===== src/design/ray_rect_slab_intersect_assert.svh =====
// Assertion macros used by the finish stage of the ray and rectangle intersection design.
`ifndef RAY_RECT_SLAB_INTERSECT_ASSERT_SVH
`define RAY_RECT_SLAB_INTERSECT_ASSERT_SVH

// The check must hold in the same cycle as the condition.
`define RRSI_ASSERT_NOW(name, cond, check, msg) \
   name: assert property (@(posedge clock) disable iff (reset) (cond) |-> (check)) \
      else $error(msg);

// The check must hold in the cycle after the condition.
`define RRSI_ASSERT_NEXT(name, cond, check, msg) \
   name: assert property (@(posedge clock) disable iff (reset) (cond) |=> (check)) \
      else $error(msg);

`endif


===== src/design/rrsi_pkg.sv =====
// Types, constants and helper functions of the ray and rectangle intersection pipeline.
`default_nettype none

package rrsi_pkg;

   localparam int Q_FRAC    = 16;
   localparam int NUM_W     = 34;
   localparam int NUM_MAG_W = NUM_W - 1;
   localparam int DEN_W     = 32;
   localparam int QUO_W     = NUM_MAG_W + Q_FRAC;
   localparam int T_W       = 58;
   localparam int SQ_W      = 64;
   localparam int SQRT_STEPS = SQ_W / 2;

   localparam logic signed [T_W-1:0] T_INF = 58'sh100000000000000;

   localparam logic [2:0] NORM_NONE  = 3'd0;
   localparam logic [2:0] NORM_POS_X = 3'd1;
   localparam logic [2:0] NORM_NEG_X = 3'd2;
   localparam logic [2:0] NORM_POS_Y = 3'd3;
   localparam logic [2:0] NORM_NEG_Y = 3'd4;

   typedef struct packed {
      logic signed [31:0] origin_x;
      logic signed [31:0] origin_y;
      logic signed [31:0] origin_z;
      logic signed [31:0] dir_x;
      logic signed [31:0] dir_y;
      logic signed [31:0] dir_z;
      logic signed [31:0] box_left;
      logic signed [31:0] box_bottom;
      logic [30:0]        box_width;
      logic [30:0]        box_height;
   } req_type;

   typedef struct packed {
      logic               is_hit;
      logic signed [31:0] t_near;
      logic signed [31:0] hit_x;
      logic signed [31:0] hit_y;
      logic signed [31:0] hit_z;
      logic [2:0]         face_normal;
      logic signed [31:0] pen_depth;
   } rsp_type;

   typedef struct packed {
      logic signed [31:0] origin_x;
      logic signed [31:0] origin_y;
      logic signed [31:0] origin_z;
      logic signed [31:0] dir_x;
      logic signed [31:0] dir_y;
      logic signed [31:0] dir_z;
   } ray_type;

   typedef struct packed {
      logic                 neg;
      logic                 zero;
      logic [NUM_MAG_W-1:0] mag;
   } num_type;

   typedef struct packed {
      num_type          lo;
      num_type          hi;
      logic             d_neg;
      logic             d_zero;
      logic [DEN_W-1:0] d_mag;
   } slab_in_type;

   typedef struct packed {
      ray_type         ray;
      slab_in_type     sx;
      slab_in_type     sy;
      logic [SQ_W-1:0] sq_sum;
   } prep_type;

   typedef struct packed {
      logic             neg;
      logic             zero;
      logic [QUO_W-1:0] quo;
   } quo_type;

   typedef struct packed {
      quo_type lo;
      quo_type hi;
      logic    d_neg;
      logic    d_zero;
   } slab_quo_type;

   typedef struct packed {
      ray_type      ray;
      slab_quo_type sx;
      slab_quo_type sy;
      logic [31:0]  mag;
   } iter_type;

   typedef struct packed {
      logic               is_hit;
      logic signed [31:0] t;
      logic [2:0]         normal;
      ray_type            ray;
      logic [31:0]        mag;
   } hit_type;

   // Clamps a wide signed value to the signed 32-bit range.
   function automatic logic signed [31:0] sat32(input logic signed [63:0] v);
      logic signed [31:0] r;
      if (v > 64'sh000000007FFFFFFF) begin
         r = 32'sh7FFFFFFF;
      end else if (v < -64'sh0000000080000000) begin
         r = 32'sh80000000;
      end else begin
         r = v[31:0];
      end
      return r;
   endfunction

endpackage

`default_nettype wire


===== src/design/rrsi_resolve.sv =====
// Slab parameter signs, interval overlap, entry parameter and face normal selection.
`default_nettype none

module rrsi_resolve (
   input  logic               clock,
   input  logic               reset,
   input  logic               in_valid,
   output logic               in_ready,
   input  rrsi_pkg::iter_type in_data,
   output logic               out_valid,
   input  logic               out_ready,
   output rrsi_pkg::hit_type  out_data
);
   import rrsi_pkg::*;

   typedef struct packed {
      ray_type               ray;
      logic [31:0]           mag;
      logic                  undef;
      logic signed [T_W-1:0] a_x;
      logic signed [T_W-1:0] b_x;
      logic signed [T_W-1:0] a_y;
      logic signed [T_W-1:0] b_y;
   } par_type;

   typedef struct packed {
      ray_type               ray;
      logic [31:0]           mag;
      logic                  undef;
      logic signed [T_W-1:0] tn_x;
      logic signed [T_W-1:0] tf_x;
      logic signed [T_W-1:0] tn_y;
      logic signed [T_W-1:0] tf_y;
   } span_type;

   typedef struct packed {
      span_type s;
      logic     sep;
      logic     x_gt;
      logic     x_lt;
      logic     fx_lt;
   } cmp_type;

   // A zero direction sends the parameter to infinity on the numerator's side.
   function automatic logic signed [T_W-1:0] slab_t(input quo_type q, input logic d_neg,
                                                    input logic d_zero);
      logic signed [T_W-1:0] m;
      logic signed [T_W-1:0] r;
      m = $signed(T_W'(q.quo));
      if (d_zero) begin
         r = q.neg ? -T_INF : T_INF;
      end else begin
         r = (q.neg ^ d_neg) ? -m : m;
      end
      return r;
   endfunction

   logic     v1_ff, v2_ff, v3_ff, v4_ff;
   logic     en1, en2, en3, en4;
   par_type  p1_ff, p1_in;
   span_type p2_ff, p2_in;
   cmp_type  p3_ff, p3_in;
   hit_type  p4_ff, p4_in;

   assign en4      = !v4_ff || out_ready;
   assign en3      = !v3_ff || en4;
   assign en2      = !v2_ff || en3;
   assign en1      = !v1_ff || en2;
   assign in_ready = en1;

   always_comb begin
      p1_in.ray   = in_data.ray;
      p1_in.mag   = in_data.mag;
      p1_in.undef = (in_data.sx.d_zero && (in_data.sx.lo.zero || in_data.sx.hi.zero))
                 || (in_data.sy.d_zero && (in_data.sy.lo.zero || in_data.sy.hi.zero));
      p1_in.a_x   = slab_t(in_data.sx.lo, in_data.sx.d_neg, in_data.sx.d_zero);
      p1_in.b_x   = slab_t(in_data.sx.hi, in_data.sx.d_neg, in_data.sx.d_zero);
      p1_in.a_y   = slab_t(in_data.sy.lo, in_data.sy.d_neg, in_data.sy.d_zero);
      p1_in.b_y   = slab_t(in_data.sy.hi, in_data.sy.d_neg, in_data.sy.d_zero);
   end

   always_comb begin
      p2_in.ray   = p1_ff.ray;
      p2_in.mag   = p1_ff.mag;
      p2_in.undef = p1_ff.undef;
      if (p1_ff.a_x > p1_ff.b_x) begin
         p2_in.tn_x = p1_ff.b_x;
         p2_in.tf_x = p1_ff.a_x;
      end else begin
         p2_in.tn_x = p1_ff.a_x;
         p2_in.tf_x = p1_ff.b_x;
      end
      if (p1_ff.a_y > p1_ff.b_y) begin
         p2_in.tn_y = p1_ff.b_y;
         p2_in.tf_y = p1_ff.a_y;
      end else begin
         p2_in.tn_y = p1_ff.a_y;
         p2_in.tf_y = p1_ff.b_y;
      end
   end

   always_comb begin
      p3_in.s     = p2_ff;
      p3_in.sep   = (p2_ff.tn_x > p2_ff.tf_y) || (p2_ff.tn_y > p2_ff.tf_x);
      p3_in.x_gt  = p2_ff.tn_x > p2_ff.tn_y;
      p3_in.x_lt  = p2_ff.tn_x < p2_ff.tn_y;
      p3_in.fx_lt = p2_ff.tf_x < p2_ff.tf_y;
   end

   always_comb begin
      logic signed [T_W-1:0] tnear;
      logic signed [T_W-1:0] tfar;
      tnear = p3_ff.x_gt  ? p3_ff.s.tn_x : p3_ff.s.tn_y;
      tfar  = p3_ff.fx_lt ? p3_ff.s.tf_x : p3_ff.s.tf_y;
      p4_in.is_hit = !p3_ff.s.undef && !p3_ff.sep && !tfar[T_W-1] && !tnear[T_W-1];
      priority if (p3_ff.x_gt) begin
         p4_in.normal = p3_ff.s.ray.dir_x[31] ? NORM_POS_X : NORM_NEG_X;
      end else if (p3_ff.x_lt) begin
         p4_in.normal = p3_ff.s.ray.dir_y[31] ? NORM_POS_Y : NORM_NEG_Y;
      end else begin
         p4_in.normal = NORM_NONE;
      end
      p4_in.t   = sat32({{(64-T_W){tnear[T_W-1]}}, tnear});
      p4_in.ray = p3_ff.s.ray;
      p4_in.mag = p3_ff.s.mag;
   end

   always_ff @(posedge clock) begin
      if (reset) begin
         v1_ff <= 1'b0;
         v2_ff <= 1'b0;
         v3_ff <= 1'b0;
         v4_ff <= 1'b0;
      end else begin
         if (en1) begin
            v1_ff <= in_valid;
         end
         if (en2) begin
            v2_ff <= v1_ff;
         end
         if (en3) begin
            v3_ff <= v2_ff;
         end
         if (en4) begin
            v4_ff <= v3_ff;
         end
      end
   end

   always_ff @(posedge clock) begin
      if (en1) begin
         p1_ff <= p1_in;
      end
      if (en2) begin
         p2_ff <= p2_in;
      end
      if (en3) begin
         p3_ff <= p3_in;
      end
      if (en4) begin
         p4_ff <= p4_in;
      end
   end

   assign out_valid = v4_ff;
   assign out_data  = p4_ff;

endmodule

`default_nettype wire


===== config.mk =====
export PLATFORM = sky130hd
export DESIGN_NAME = rrsi_resolve
export DESIGN_NICKNAME = d
export VERILOG_FILES = /design/src/design/ray_rect_slab_intersect_assert.svh /design/src/design/rrsi_pkg.sv /design/src/design/rrsi_resolve.sv
export SDC_FILE = /design/constraint.sdc
export NUM_CORES = 2
export LEC_CHECK = 0
export BUFFER_PORTS_ARGS = -buffer_cell sky130_fd_sc_hd__buf_2
export CORE_MARGIN = 5
export CORE_UTILIZATION = 55
export DETAILED_ROUTE_END_ITERATION = 8
export GPL_TIMING_DRIVEN = 0
export PLACE_DENSITY = 0.88
export SLEW_MARGIN = 20
export SYNTH_ARGS = -nofsm -noshare
export SYNTH_HDL_FRONTEND = slang
export SYNTH_SLANG_ARGS = --single-unit

===== constraint.sdc =====
create_clock -name clock -period 30.1 [get_ports clock]
set_clock_uncertainty 0.05 [all_clocks]
set_input_delay 4.515 -clock clock [delete_from_list [all_inputs] [get_ports clock]]
set_output_delay 4.515 -clock clock [all_outputs]
set_load 0.01 [all_outputs]

==> Implementation_results.wiki <==
{| class="wikitable"
! Metric !! Value
|-
| Kind of launch point of the worst setup path || input port
|-
| Total I/O pin count || 698
|-
| Power density relative to cell area || 74.7 nW/um2
|-
| Final weighted congestion of routability-driven global placement || 1.00
|-
| R2R depth || 11
|-
| Mean instance size in the synthesized netlist || 15.9 um2
|-
| Die Y || approximately 350 um
|-
| Maximum capacitance violations || 0
|-
| Source-to-sink clock delay at the later pin of the worst-skew pair || 0.76 ns
|-
| Launching element of the worst setup path || out_ready
|-
| Post-layout nets || approximately 5600
|-
| Async S/R FF share, synth || 0%
|-
| Critical path required time || approximately 26 ns
|-
| Max frequency || 88.6 MHz
|-
| Final Hold Viols || 0
|-
| Number of iterations in the first detailed-routing pass || 5
|-
| Synth-to-Final Area Change || 17.4%
|-
| Post-CTS Setup Inserts || 0
|-
| Wirelength, routed || 174000 um
|-
| Post-detailed-route DRC marker count || 0
|-
| Number of instances in the synthesized netlist || 3977
|-
| Worst supply voltage drop on vdd || slightly below 0.00005 V
|-
| Die X || between 300 and 400 um
|-
| Adder-Cell Fraction of Synth Area || 6.95%
|-
| H-tree Lvls || 4
|-
| Number of nets produced by synthesis || 4764
|-
| Run status || completed
|-
| Count of synthesis-stage warnings from yosys || 0
|-
| Share of the synthesized area in compound gates (AO/OA/AOI/OAI) || 5.46%
|-
| Clock Path Buffers || 3
|-
| Placed wire-length estimate || 131000 um
|-
| Data arrival time of the worst path || about 6.7 ns
|-
| Worst Hold Class || flip-flop to flip-flop
|-
| Via density || 5.73
|-
| Count of cell types in the netlist || 63
|-
| Post-cts hold buffer count || 0
|-
| Clock-pin slew on the worst setup and hold paths || ~0.06 ns
|-
| Remaining global-route overflow || 0
|-
| Main flop type after synthesis || edfxtp_1
|-
| RSZ-0062 raised after global routing || no
|-
| Core Rows || about 120
|-
| Fraction of synthesized cell area in xor and xnor cells || 2.36%
|-
| Number of instances resized during post-cts repair || 0
|-
| Final setup violation count || 0
|-
| Count of port buffers added during placement || 695
|-
| Worst slew margin relative to its limit || about 16%
|-
| Kind of end point of the critical path || primary output
|-
| Leakage power summed over all cells || 30.3 nW
|-
| Wire length per cell || 26.6 um
|-
| Starting DRT DRC Count || between 3000 and 4000
|-
| All-Layer GR Usage || 28.1%
|-
| Post-synthesis simple-gate area fraction || under 10%
|-
| CTS tree || done
|-
| Clock sink total || 1525
|-
| Pin count of the biggest net entering global routing || about 120
|-
| Largest fanout on the critical path || 56
|-
| Share of cell area taken by muxes after synthesis || about 4.7%
|-
| Final worst path period need || 11.29 ns
|-
| Sequential share of the synthesized area || 72.4%
|-
| Area of the mapped netlist || 63200 um2
|-
| Flop and latch count out of synthesis || 1525
|-
| Main combinational cell family by area after synthesis || adder cells
|-
| Die area || 122000 um2
|-
| Placeable Area || ~110000 um2
|-
| Number of pins with negative max-slew slack in the final report || 0
|-
| Launching point of the worst reg2reg path || p1_ff[231]
|-
| Final total power || 0.00554 W
|-
| Number of global-route vias before repair || 37600
|-
| Initial Util || a little under three fifths
|-
| Number of antenna violations at the first check in global routing || 74
|-
| Reg-to-Reg End || p2_ff[193]
|-
| Wire length of the first global-routing pass || about 250000 um
|-
| Ratio of cells with drive above 1 in the final layout || about a quarter
|-
| Critical path destination || in_ready
|-
| Total number of vias || 37500
|-
| Slew at the pin closest to its max-slew limit || 1.26 ns
|-
| Startpoint-to-endpoint class of the critical path || input port to primary output
|-
| Setup_tns || 0 ns
|-
| Filler instances || 7869
|-
| Period utilization || between 30% and 40%
|-
| TritonCTS Buffers || about 150
|-
| Number of enable flip-flop cells after synthesis || 1521
|-
| R2r setup slk || 25.40 ns
|-
| Root buf cell || clkbuf_16
|-
| DRT antenna net count || 0
|}
==> where the power goes <==
group / leakage, nW / switching, W / internal, W
Clock: 2.33 / 0.000825 / 0.00103
Combinational: 11.3 / 0.000522 / 0.000386
Sequential: 16.7 / 0.000161 / 0.00262
Total: 30.3 / 0.00151 / 0.00403
==> worst max-delay path, cell delays in order <==
cell and delay (ns):
buf_2 0.10, nor2b_1 0.57, and3_1 0.48, nand2_4 0.28, buf_16 0.30, buf_16 0.25
buf_2 0.18
==> Yosys cell counts, types with 6 or more instances <==
master,count,area [um2]
nor2_1,255,957
or4_1,19,143
ha_1,351,4390
or2_2,10,62.6
xor2_1,114,998
nor4_1,41,257
o41ai_1,11,96.3
edfxtp_1,1521,45700
mux2_2,235,2650
nor2b_1,14,87.6
a31oi_1,6,37.5
nor3_1,47,235
mux2i_1,32,320
buf_2,11,55.1
a21oi_1,180,901
nand2_1,86,323
a21o_1,101,758
o31ai_1,37,278
or3_1,54,338
nand4_1,86,538
clkbuf_1,75,282
xnor2_1,56,490
o21ai_0,152,761
and4_1,6,52.6
nand3_1,30,150
inv_1,318,1190
a221oi_1,10,87.6
a211oi_1,27,203
nand2b_1,15,93.8
==> per-stage QoR <==
stage | instance area [um2] | utilization (%) | setup WS (ns) | hold WS, ns | cells
5_1_grt | 74100 | 64.9 | 18.72 | 0.352 | 6493
6_report | 74200 | 65.0 | 18.81 | 0.325 | 6536
2_1_floorplan | 63200 | - | 11.14 | 0.350 | 3977
3_3_place_gp | 68600 | 60.0 | 5.47 | 0.350 | 6184
4_1_cts | 74000 | 64.8 | 18.80 | 0.325 | 6476
3_5_place_dp | 69200 | 60.6 | 18.80 | 0.355 | 6205
==> final cells by class <==
cell class                 count  area [um2]  area share [%]
timing repair buffer         716        4030            5.44
clock buffer                 179        3840            5.18
clock inverter                92        1020            1.38
tap                         1512        1890            2.55
inverter                     318        1210            1.63
buffer                        89         378           0.509
antenna                       60         150           0.202
sequential                  1525       45800            61.7
multi-input combinational   2045       15900            21.4
==> cell usage in the layout (no fill, tap or decap), types with 47 or more instances in the layout <==
| master | instances |
|---|---|
| edfxtp_1 | 1521 |
| buf_2 | 706 |
| ha_1 | 351 |
| inv_1 | 316 |
| nor2_1 | 255 |
| mux2_2 | 235 |
| a21oi_1 | 180 |
| o21ai_0 | 152 |
| clkbuf_16 | 149 |
| xor2_1 | 114 |
| clkbuf_1 | 105 |
| a21o_1 | 101 |
| nand4_1 | 86 |
| nand2_1 | 84 |
| diode_2 | 60 |
| xnor2_1 | 56 |
| or3_1 | 54 |
| nor3_1 | 47 |
==> cell families (layout without fill, tap and decap cells) <==
group                      Yosys count  after routing
DFF                               1525           1525
and+or+nand+nor                    699            699
AOI/OAI and AO/OA                  558            558
buffers and inverters              407           1394
adders and majority gates          351            351
muxes                              267            267
xor gates and xnor gates           170            170
other                                0             60
==> sequential cells by signal, indices dropped and copies added (netlist names) <==
signal     count
p1_ff        457
v3_ff          1
p2_ff        457
out_valid      1
v1_ff          1
v2_ff          1
out_data     260
p3_ff        347
==> worst min path at each step <==
stage          startpoint            end  slack (ns)  depth (start not counted)
2_1_floorplan  p3_ff[237]    out_data[0]        0.35                          0
3_3_place_gp   p3_ff[379]  out_data[142]        0.35                          0
3_5_place_dp   p3_ff[369]  out_data[132]        0.35                          0
4_1_cts        p3_ff[453]  out_data[216]        0.32                          0
5_1_grt        p1_ff[433]     p2_ff[433]        0.35                          0
6_report       p1_ff[380]     p2_ff[380]        0.32                          0
==> per-layer routing <==
| layer | GRT usage, % | share of wire [%] | vias to the layer above |
|---|---|---|---|
| met4 | 11.7 | 4.5 | 46 |
| met1 | 34.0 | 36 | 18300 |
| li1 | - | - | 16900 |
| met3 | 7.53 | 9.7 | 363 |
| met2 | 48.2 | 50 | 1827 |
| met5 | 0 | 0.17 | - |
(Power assumes the default switching activity.)
